`src/hdl/fixed_page_free_list_allocator_defines.svh`:
```
// Assertion macros for the fixed-page free-list allocator.
// Depends on nothing; the including module supplies signals named clk and rst.
`ifndef FIXED_PAGE_FREE_LIST_ALLOCATOR_DEFINES_SVH
`define FIXED_PAGE_FREE_LIST_ALLOCATOR_DEFINES_SVH

`ifndef ASSERT_OFF
// Checked on every rising clk edge outside reset.
`define FPFL_ASSERT(lbl, prop, msg) \
  lbl: assert property (@(posedge clk) disable iff (rst) prop) else $error(msg);
// Checked on every rising clk edge, reset included.
`define FPFL_ASSERT_ALWAYS(lbl, prop, msg) \
  lbl: assert property (@(posedge clk) prop) else $error(msg);
`else
`define FPFL_ASSERT(lbl, prop, msg)
`define FPFL_ASSERT_ALWAYS(lbl, prop, msg)
`endif

`endif

```
`src/hdl/fpfl_pkg.sv`:
```
// Shared types and constants of the fixed-page free-list allocator.
// Depends on nothing; used by the channel interfaces and the top-level module.
package fpfl_pkg;

  localparam int NUM_PAGES = 256;
  localparam int PAGE_W    = 8;
  localparam int CNT_W     = 9;
  localparam int REQ_W     = 17;
  localparam int CFG_W     = 17;

  localparam logic [CNT_W-1:0] PAGE_CAP      = CNT_W'(NUM_PAGES < 256 ? NUM_PAGES : 256);
  localparam logic [REQ_W-1:0] MIN_PAGE_SIZE = REQ_W'(8);

  typedef enum logic [1:0] {
    OP_ACQUIRE = 2'd0,
    OP_RELEASE = 2'd1,
    OP_REINIT  = 2'd2,
    OP_NONE    = 2'd3
  } opcode_t;

  typedef enum logic [1:0] {
    ST_OK       = 2'd0,
    ST_REFUSED  = 2'd1,
    ST_OUTSIDE  = 2'd2,
    ST_ALL_FREE = 2'd3
  } status_t;

  typedef enum logic {
    REG_PAGE_SIZE    = 1'b0,
    REG_PAGES_IN_USE = 1'b1
  } reg_index_t;

  typedef enum logic {
    S_IDLE = 1'b0,
    S_EXEC = 1'b1
  } state_t;

endpackage

```
`src/hdl/fpfl_ifs.sv`:
```
// Valid/ready channel interfaces for allocator requests and responses.
// Depends on fpfl_pkg for field widths.
interface fpfl_req_if import fpfl_pkg::*; ();
  logic             valid;
  logic             ready;
  logic [1:0]       opcode;
  logic [REQ_W-1:0] request_bytes;
  logic [PAGE_W-1:0] page_index;

  modport source (output valid, opcode, request_bytes, page_index, input ready);
  modport sink   (input valid, opcode, request_bytes, page_index, output ready);
endinterface

interface fpfl_rsp_if import fpfl_pkg::*; ();
  logic              valid;
  logic              ready;
  logic [1:0]        status;
  logic [PAGE_W-1:0] granted_page;
  logic [CNT_W-1:0]  free_pages;

  modport source (output valid, status, granted_page, free_pages, input ready);
  modport sink   (input valid, status, granted_page, free_pages, output ready);
endinterface

```
`src/hdl/fpfl_ram.sv`:
```
// Generic single-write, single-read synchronous RAM with registered read data.
// Depends on nothing.
module fpfl_ram #(
  parameter int WIDTH = 8,
  parameter int DEPTH = 256
) (
  input  logic                     clk,
  input  logic                     we,
  input  logic [$clog2(DEPTH)-1:0] waddr,
  input  logic [WIDTH-1:0]         wdata,
  input  logic [$clog2(DEPTH)-1:0] raddr,
  output logic [WIDTH-1:0]         rdata
);

  logic [WIDTH-1:0] mem [DEPTH];

  always_ff @(posedge clk) begin
    if (we) begin
      mem[waddr] <= wdata;
    end
    rdata <= mem[raddr];
  end

endmodule

```
`src/hdl/fixed_page_free_list_allocator.sv`:
```
// Top level of the fixed-page free-list allocator.
// Depends on fpfl_pkg, the channel interfaces in fpfl_ifs.sv and fpfl_ram.

// The allocator hands out equal pages of a region by page index. Each request
// transaction carries an opcode: acquire pops the most recently released page,
// or else the next never-issued page in ascending order; release pushes a page
// back; reinitialize frees every page. Every request produces exactly one
// response transaction with a status, the granted page (zero unless an acquire
// succeeded) and the free page count after the request. An acquire is refused
// when the request exceeds the page size (values below 8 act as 8) or no page
// is free; a release of a page at or above the page count, or while every page
// is already free, is refused and flagged. Double releases are not detected.
// Each request is handled in an accept cycle, which reads the link memory at
// the current stack head, and then an execute cycle, which updates the state
// and loads the response register; no new request is taken during the execute
// cycle. The link memory is not cleared after reset; only links written by
// releases are ever followed, so no clearing pass is needed. Configuration
// writes (page_size, pages_in_use) must be made while the block is idle; a new
// page count applies at once to bounds checks but the free list is rebuilt
// only by a reinitialize.
`include "fixed_page_free_list_allocator_defines.svh"

module fixed_page_free_list_allocator import fpfl_pkg::*; (
  input  logic             clk,
  input  logic             rst,
  input  logic             write_enable,
  input  logic             reg_index,
  input  logic [CFG_W-1:0] write_data,
  fpfl_req_if.sink         req_ch,
  fpfl_rsp_if.source       rsp_ch
);

  // Configuration registers.
  logic [REQ_W-1:0] page_size;
  logic [CNT_W-1:0] pages_in_use;

  // Allocator state. The release stack depth also tells whether the stack is
  // empty.
  logic [PAGE_W-1:0] stack_head, stack_head_next;
  logic [CNT_W-1:0]  stacked, stacked_next;
  logic [CNT_W-1:0]  fresh_mark, fresh_mark_next;
  logic [CNT_W-1:0]  free_count, free_count_next;

  // Captured request.
  opcode_t           op;
  logic [REQ_W-1:0]  req_bytes;
  logic [PAGE_W-1:0] req_page;

  // Response register.
  logic              rsp_valid;
  status_t           rsp_status, status_next;
  logic [PAGE_W-1:0] rsp_grant, grant_next;
  logic [CNT_W-1:0]  rsp_free;

  state_t state, state_next;

  logic              req_fire;
  logic              exec;
  logic              link_we;
  logic [PAGE_W-1:0] link_wdata;
  logic [PAGE_W-1:0] link_rdata;
  logic [CNT_W-1:0]  eff_pages;
  logic [REQ_W-1:0]  eff_page_size;
  logic              from_stack;
  logic              from_fresh;

  assign req_fire = req_ch.valid && req_ch.ready;
  assign exec     = (state == S_EXEC);

  // ---------------------------------------------------------------------
  // Configuration port.
  // ---------------------------------------------------------------------
  always_ff @(posedge clk) begin
    if (rst) begin
      page_size    <= MIN_PAGE_SIZE;
      pages_in_use <= CNT_W'(256);
    end else if (write_enable) begin
      unique case (reg_index_t'(reg_index))
        REG_PAGE_SIZE:    page_size    <= write_data;
        REG_PAGES_IN_USE: pages_in_use <= write_data[CNT_W-1:0];
      endcase
    end
  end

  // Effective page count is clamped to 1 .. PAGE_CAP.
  always_comb begin
    if (pages_in_use == '0) begin
      eff_pages = CNT_W'(1);
    end else if (pages_in_use > PAGE_CAP) begin
      eff_pages = PAGE_CAP;
    end else begin
      eff_pages = pages_in_use;
    end
  end

  assign eff_page_size = (page_size < MIN_PAGE_SIZE) ? MIN_PAGE_SIZE : page_size;

  // ---------------------------------------------------------------------
  // Link memory. The read address is always the stack head, which only moves
  // in the execute cycle, so the data read during the accept cycle is the link
  // of the current head when the execute cycle needs it.
  // ---------------------------------------------------------------------
  fpfl_ram #(
    .WIDTH (PAGE_W),
    .DEPTH (NUM_PAGES)
  ) u_link_ram (
    .clk   (clk),
    .we    (link_we),
    .waddr (req_page),
    .wdata (link_wdata),
    .raddr (stack_head),
    .rdata (link_rdata)
  );

  // ---------------------------------------------------------------------
  // Control: idle until a transaction is accepted, then execute, then idle again.
  // ---------------------------------------------------------------------
  always_comb begin
    state_next = state;
    unique case (state)
      S_IDLE: if (req_fire) state_next = S_EXEC;
      S_EXEC: state_next = S_IDLE;
    endcase
  end

  // A new request is taken only when the response register will be free by
  // the execute cycle.
  always_comb begin
    unique case (state)
      S_IDLE:  req_ch.ready = !rsp_valid || rsp_ch.ready;
      S_EXEC:  req_ch.ready = 1'b0;
    endcase
  end

  always_ff @(posedge clk) begin
    if (rst) begin
      state <= S_IDLE;
    end else begin
      state <= state_next;
    end
  end

  // The opcode starts out as the unused one so that the decode below always
  // sees a defined value, even before the first transaction.
  always_ff @(posedge clk) begin
    if (rst) begin
      op <= OP_NONE;
    end else if (req_fire) begin
      op        <= opcode_t'(req_ch.opcode);
      req_bytes <= req_ch.request_bytes;
      req_page  <= req_ch.page_index;
    end
  end

  // ---------------------------------------------------------------------
  // Execute: decide the outcome and the next allocator state.
  // ---------------------------------------------------------------------
  assign from_stack = (stacked != '0);
  assign from_fresh = !from_stack && (fresh_mark < eff_pages);

  always_comb begin
    stack_head_next = stack_head;
    stacked_next    = stacked;
    fresh_mark_next = fresh_mark;
    free_count_next = free_count;
    status_next     = ST_OK;
    grant_next      = '0;
    link_we         = 1'b0;
    // A push onto an empty stack terminates the list with page zero.
    link_wdata      = from_stack ? stack_head : '0;

    unique case (op)
      OP_ACQUIRE: begin
        if (req_bytes > eff_page_size || free_count == '0 ||
            (!from_stack && !from_fresh)) begin
          status_next = ST_REFUSED;
        end else if (from_stack) begin
          grant_next      = stack_head;
          stacked_next    = stacked - CNT_W'(1);
          free_count_next = free_count - CNT_W'(1);
          // The head stays put when the last stacked page leaves.
          if (stacked != CNT_W'(1)) begin
            stack_head_next = link_rdata;
          end
        end else begin
          grant_next      = fresh_mark[PAGE_W-1:0];
          fresh_mark_next = fresh_mark + CNT_W'(1);
          free_count_next = free_count - CNT_W'(1);
        end
      end
      OP_RELEASE: begin
        if ({1'b0, req_page} >= eff_pages) begin
          status_next = ST_OUTSIDE;
        end else if (free_count >= eff_pages) begin
          status_next = ST_ALL_FREE;
        end else begin
          link_we         = exec;
          stack_head_next = req_page;
          stacked_next    = stacked + CNT_W'(1);
          free_count_next = free_count + CNT_W'(1);
        end
      end
      OP_REINIT: begin
        free_count_next = eff_pages;
        fresh_mark_next = '0;
        stack_head_next = '0;
        stacked_next    = '0;
      end
      OP_NONE: begin
      end
    endcase
  end

  always_ff @(posedge clk) begin
    if (rst) begin
      stack_head <= '0;
      stacked    <= '0;
      fresh_mark <= '0;
      free_count <= PAGE_CAP;
    end else if (exec) begin
      stack_head <= stack_head_next;
      stacked    <= stacked_next;
      fresh_mark <= fresh_mark_next;
      free_count <= free_count_next;
    end
  end

  // ---------------------------------------------------------------------
  // Response register.
  // ---------------------------------------------------------------------
  always_ff @(posedge clk) begin
    if (rst) begin
      rsp_valid <= 1'b0;
    end else if (exec) begin
      rsp_valid <= 1'b1;
    end else if (rsp_ch.ready) begin
      rsp_valid <= 1'b0;
    end
  end

  always_ff @(posedge clk) begin
    if (exec) begin
      rsp_status <= status_next;
      rsp_grant  <= grant_next;
      rsp_free   <= free_count_next;
    end
  end

  assign rsp_ch.valid        = rsp_valid;
  assign rsp_ch.status       = rsp_status;
  assign rsp_ch.granted_page = rsp_grant;
  assign rsp_ch.free_pages   = rsp_free;

  // ---------------------------------------------------------------------
  // Assertions.
  // ---------------------------------------------------------------------
  `FPFL_ASSERT(a_stack_within_free, stacked <= free_count, "stack deeper than free count")
  `FPFL_ASSERT(a_free_within_cap, free_count <= PAGE_CAP, "free count above capacity")
  `FPFL_ASSERT(a_rsp_from_exec, $rose(rsp_valid) |-> $past(state) == S_EXEC, "stray response")
  `FPFL_ASSERT(a_exec_rsp_free, exec |-> !rsp_valid || rsp_ch.ready, "response overwritten")
  `FPFL_ASSERT(a_grant_only_ok, rsp_valid && rsp_status != ST_OK |-> rsp_grant == '0, "bad grant")
  `FPFL_ASSERT_ALWAYS(a_no_write_outside_exec, link_we |-> exec, "link write outside execute")

endmodule
```
`src/flat_wrapper.sv`:
```
// flat-port wrapper written by rule: the top's interface ports become plain ports
module fixed_page_free_list_allocator_flat import fpfl_pkg::*;
  (clk, rst, write_enable, reg_index, write_data, req_ch_valid, req_ch_opcode, req_ch_request_bytes, req_ch_page_index, req_ch_ready, rsp_ch_valid, rsp_ch_status, rsp_ch_granted_page, rsp_ch_free_pages, rsp_ch_ready);
  fpfl_req_if req_ch_i ();
  fpfl_rsp_if rsp_ch_i ();
  input  logic clk;
  input  logic rst;
  input  logic write_enable;
  input  logic reg_index;
  input  logic [CFG_W-1:0] write_data;
  input wire logic [$bits(req_ch_i.valid)-1:0] req_ch_valid;
  input wire logic [$bits(req_ch_i.opcode)-1:0] req_ch_opcode;
  input wire logic [$bits(req_ch_i.request_bytes)-1:0] req_ch_request_bytes;
  input wire logic [$bits(req_ch_i.page_index)-1:0] req_ch_page_index;
  output wire logic [$bits(req_ch_i.ready)-1:0] req_ch_ready;
  output wire logic [$bits(rsp_ch_i.valid)-1:0] rsp_ch_valid;
  output wire logic [$bits(rsp_ch_i.status)-1:0] rsp_ch_status;
  output wire logic [$bits(rsp_ch_i.granted_page)-1:0] rsp_ch_granted_page;
  output wire logic [$bits(rsp_ch_i.free_pages)-1:0] rsp_ch_free_pages;
  input wire logic [$bits(rsp_ch_i.ready)-1:0] rsp_ch_ready;
  assign req_ch_i.valid = req_ch_valid;
  assign req_ch_i.opcode = req_ch_opcode;
  assign req_ch_i.request_bytes = req_ch_request_bytes;
  assign req_ch_i.page_index = req_ch_page_index;
  assign req_ch_ready = req_ch_i.ready;
  assign rsp_ch_valid = rsp_ch_i.valid;
  assign rsp_ch_status = rsp_ch_i.status;
  assign rsp_ch_granted_page = rsp_ch_i.granted_page;
  assign rsp_ch_free_pages = rsp_ch_i.free_pages;
  assign rsp_ch_i.ready = rsp_ch_ready;
  fixed_page_free_list_allocator u_core (.clk(clk), .rst(rst), .write_enable(write_enable), .reg_index(reg_index), .write_data(write_data), .req_ch(req_ch_i), .rsp_ch(rsp_ch_i));
endmodule
```
`config.mk`:
```
export PLATFORM = sky130hd
export DESIGN_NAME = fixed_page_free_list_allocator_flat
export DESIGN_NICKNAME = d
export VERILOG_FILES = /design/src/hdl/fpfl_pkg.sv /design/src/hdl/fpfl_ifs.sv /design/src/hdl/fpfl_ram.sv /design/src/hdl/fixed_page_free_list_allocator.sv /design/src/flat_wrapper.sv
export VERILOG_INCLUDE_DIRS = /design/src /design/src/hdl
export SDC_FILE = /design/constraint.sdc
export NUM_CORES = 2
export LEC_CHECK = 0
export BUFFER_PORTS_ARGS = -buffer_cell sky130_fd_sc_hd__buf_2
export CAP_MARGIN = 20
export CELL_PAD_IN_SITES_DETAIL_PLACEMENT = 1
export CELL_PAD_IN_SITES_GLOBAL_PLACEMENT = 1
export CORE_MARGIN = 2
export CORE_UTILIZATION = 30
export DETAILED_ROUTE_END_ITERATION = 8
export PLACE_DENSITY = 0.5
export SYNTH_ARGS = -nofsm -noshare
export SYNTH_HDL_FRONTEND = slang
export SYNTH_SLANG_ARGS = --single-unit
```
`constraint.sdc`:
```
create_clock -name clk -period 11.7 [get_ports clk]
set_clock_uncertainty 0.1 [all_clocks]
set_input_delay 2.34 -clock clk [delete_from_list [all_inputs] [get_ports clk]]
set_output_delay 2.34 -clock clk [all_outputs]
set_load 0.05 [all_outputs]
```
==> run_results.csv <==
group,metric,value,unit
synth,netlist_instances,4017,
placed_design,post-place-ws,6.022,ns
placed_design,placed_area,0.08985,mm^2
synth,synth_area,0.08497,mm^2
grt,grt_pass1_vias,42890,
synth,syn_avg_cell_area,21.15,um^2
sta,fin_hold_ws,0.3576,ns
placed_design,placed_cells,7668,
floorplanning,die_area,0.2875,mm^2
worst_setup_path,crit_chain,"inv_1, nand2_1, ha_1, a211oi_1, o21ai_0, a221o_1, nor3_1, and3_1, nand2_1, nor2_1",
sta,tightest_slew,1.148,ns
synth,synth_warnings,0,
final_layout,utilization,34.42,%
grt,use_met3,2.728,%
clock_tree,cts_tree,"yes",
detailed_routing,ant_nets,0,
synth,ys_seq_area_share,75.66,%
clock_tree,cts_sinks,2165,
status,outcome,"completed",
final_layout,layout.nets,4258,
worst_setup_path,crit_type,"flop to flop",
placed_design,gp_congestion,0.7850,
clock_tree,clock_path_buffers,3,
pwr,powerDensity,170.0,mW/mm^2
worst_setup_path,cp.required,12.08,ns
sta,period_needed,5.658,ns
final_layout,syn2layout_area_growth,14.24,%
worst_setup_path,slowest_delay,0.91,ns
grt,top_usage_layer,"met2",
clock_tree,numCtsBuffers,227,
grt,grt_pass1_wl,343.6,mm
synth,synth_edf_count,2092,
worst_setup_path,path_buf_inv,1,
detailed_routing,first_pass_iters,7,
final_layout,stdcell_count,8097,
clock_tree,cts_root_buf,"clkbuf_16",
min_path,min_from,"u_core.page_size[1]",
worst_setup_path,regToRegSetupSlack,6.04,ns
grt,track_usage,16.72,%
detailed_routing,via_per_inst,5.062,
flow_run,maxCapViolations,0,
min_path,holdPathEnd,"u_core.page_size[1]",
sta,rsz0062_at_grt,"no",
sta,finalSetupViolations,0,
min_path,hold_depth,2,
floorplanning,core-area,0.2820,mm^2
placed_design,dp_hpwl,142.9,mm
sta,drv_slew,0,
grt,grt_overflow,0,
pwr,peakVddDrop,0.0001513,V
sta,fmax,0.1767,GHz
clock_tree,cts-hold-fix-buffers,0,
floorplanning,start_util,30.13,%
floorplanning,core.rowCount,195,
detailed_routing,dr_total_vias,40990,
final_layout,design_area,0.09707,mm^2
grt,antenna_found_initial,11,
synth,synthFlopType,"edfxtp_1",
clock_tree,clkTransAtPathRegs,0.06,ns
grt,met1_usage,24.15,%
clock_tree,htree_num_levels,4,
worst_setup_path,cp_slowest_cell,"nor2_1",
grt,use_met2,26.31,%
min_path,worstHoldPathType,"flop to flop",
worst_setup_path,cp_common_cell,"nand2_1",
sta,post-route-period-util,48.36,%
worst_setup_path,cp-start-kind,"flop",
grt,grt_start_max_net_pins,165,
clock_tree,cts_resized,0,
synth,syn-num-nets,4120,
sta,hold_viol_final,0,
detailed_routing,remaining_drc_errors,0,
synth,ys_ff_latch,2165,
sta,setup_tns,0,ns
pwr,p_leak,29.08,nW
worst_setup_path,rr_endpoint,"u_core.u_link_ram.mem[122][2]",
detailed_routing,wirelength,240.4,mm
final_layout,drive_above_1_share,25.87,%
synth,synth.distinct_cells,73,
floorplanning,die_h,536.2,um
detailed_routing,wl_per_cell,29.70,um
sta,setup_ws,6.042,ns
placed_design,numPortBuffers,70,
floorplanning,pin_count,71,
worst_setup_path,r2r_start,"u_core.pages_in_use[8]",
sta,relSlewSlack,23.48,%
worst_setup_path,crit_arrival,6.04,ns
worst_setup_path,crit_family,"simple AND/OR/NAND/NOR gates",
detailed_routing,dr.first_iter.drc_count,3776,
worst_setup_path,end_kind,"flop",
pwr,power,16.50,mW
floorplanning,die_width,536.2,um
worst_setup_path,critPathMaxFanout,16,
clock_tree,clk_latency,0.87,ns
clock_tree,cts_setup_buffers,0,
synth,asyncSetResetFlopFracSynth,0,%
worst_setup_path,rr_worst_depth,10,
cells by family after synthesis:
group | after synthesis | synth area share [%]
flip-flops | 2165 | 75.66
multiplexers | 643 | 17.00
AND/OR/NAND/NOR | 614 | 3.119
buffers and inverters | 269 | 1.296
AO/OA/AOI/OAI | 260 | 2.016
adder cells (fa/ha/maj) | 53 | 0.7805
XOR/XNOR | 13 | 0.1340
report_power, final:
group	internal [mW]	switching, mW	leakage, nW
registers	8.48	0.0528	20.0
clock network	4.05	3.04	3.49
logic	0.337	0.552	5.62
total	12.9	3.64	29.1
sequential cells by signal, indices dropped and copies added, names as in the netlist:
name                        cells
u_core.u_link_ram.mem        2048
u_core.page_size               17
u_core.req_bytes               17
u_core.free_count               9
u_core.fresh_mark               9
u_core.pages_in_use             9
u_core.rsp_ch.free_pages        9
u_core.stacked                  9
u_core.req_page                 8
u_core.rsp_ch.granted_page      8
u_core.stack_head               8
u_core.u_link_ram.rdata         8
u_core.op                       2
u_core.rsp_ch.status            2
u_core.exec                     1
u_core.rsp_ch.valid             1
tightest hold or removal path, cell delays in order (launching register included):
cell and delay [ns]:
dfxtp_1 0.31, nand2_1 0.05, a21oi_1 0.05
worst max-delay path by stage:
stage / start / to / slack, ns / cells past startpoint
2_1_floorplan: rsp_ch_ready / req_ch_ready / 5.98 / 2
3_3_place_gp: u_core.pages_in_use[8] / u_core.u_link_ram.mem[117][0] / 6.11 / 10
3_5_place_dp: u_core.pages_in_use[8] / u_core.u_link_ram.mem[117][6] / 6.02 / 10
4_1_cts: u_core.pages_in_use[8] / u_core.u_link_ram.mem[117][5] / 6.01 / 10
5_1_grt: u_core.pages_in_use[8] / u_core.u_link_ram.mem[117][5] / 5.83 / 10
6_report: u_core.pages_in_use[8] / u_core.u_link_ram.mem[122][2] / 6.04 / 10
layer usage:
| layer | share of wire [%] | wire length (um) |
|---|---|---|
| met5 | 0 | 0 |
| met3 | 5.3 | 12790 |
| met1 | 45 | 109000 |
| met2 | 47 | 113300 |
| met4 | 2.2 | 5268 |
cells in the mapped netlist, types with 14 or more instances:
master	number	share of area, %
clkbuf_1	143	0.63
a21oi_1	73	0.43
and3_1	14	0.10
o22ai_1	69	0.51
nor4_1	18	0.13
nand4_1	14	0.10
ha_1	53	0.78
nor2_1	318	1.4
a211oi_1	16	0.14
o21ai_0	24	0.14
buf_2	67	0.39
inv_1	45	0.20
dfxtp_1	73	1.7
edfxtp_1	2092	74
nand3_1	34	0.20
nand2_1	153	0.68
a22oi_1	15	0.13
mux4_2	640	17
nor3_1	14	0.082
cell type report:
| type | instances | area (um^2) |
|---|---|---|
| Fill cell | 27640 | 185000 |
| Sequential cell | 2165 | 64300 |
| Multi-Input combinational cell | 1583 | 19700 |
| Clock buffer | 307 | 6116 |
| Tap cell | 3743 | 4683 |
| Clock inverter | 116 | 1075 |
| Timing Repair Buffer | 133 | 952.2 |
| Inverter | 45 | 229.0 |
| Antenna cell | 5 | 12.51 |
placed cells by master, fill, tap and decap left out, types with 30 or more instances in the layout:
cell / count
clkbuf_16: 231
a21oi_1: 73
ha_1: 53
dfxtp_1: 68
nand2_1: 144
o22ai_1: 69
buf_2: 70
nor2_1: 317
clkbuf_1: 71
clkinv_2: 30
inv_1: 37
clkinv_1: 49
buf_4: 52
edfxtp_1: 2092
mux4_2: 640
Note: power is estimated with default switching activity, not from simulation.
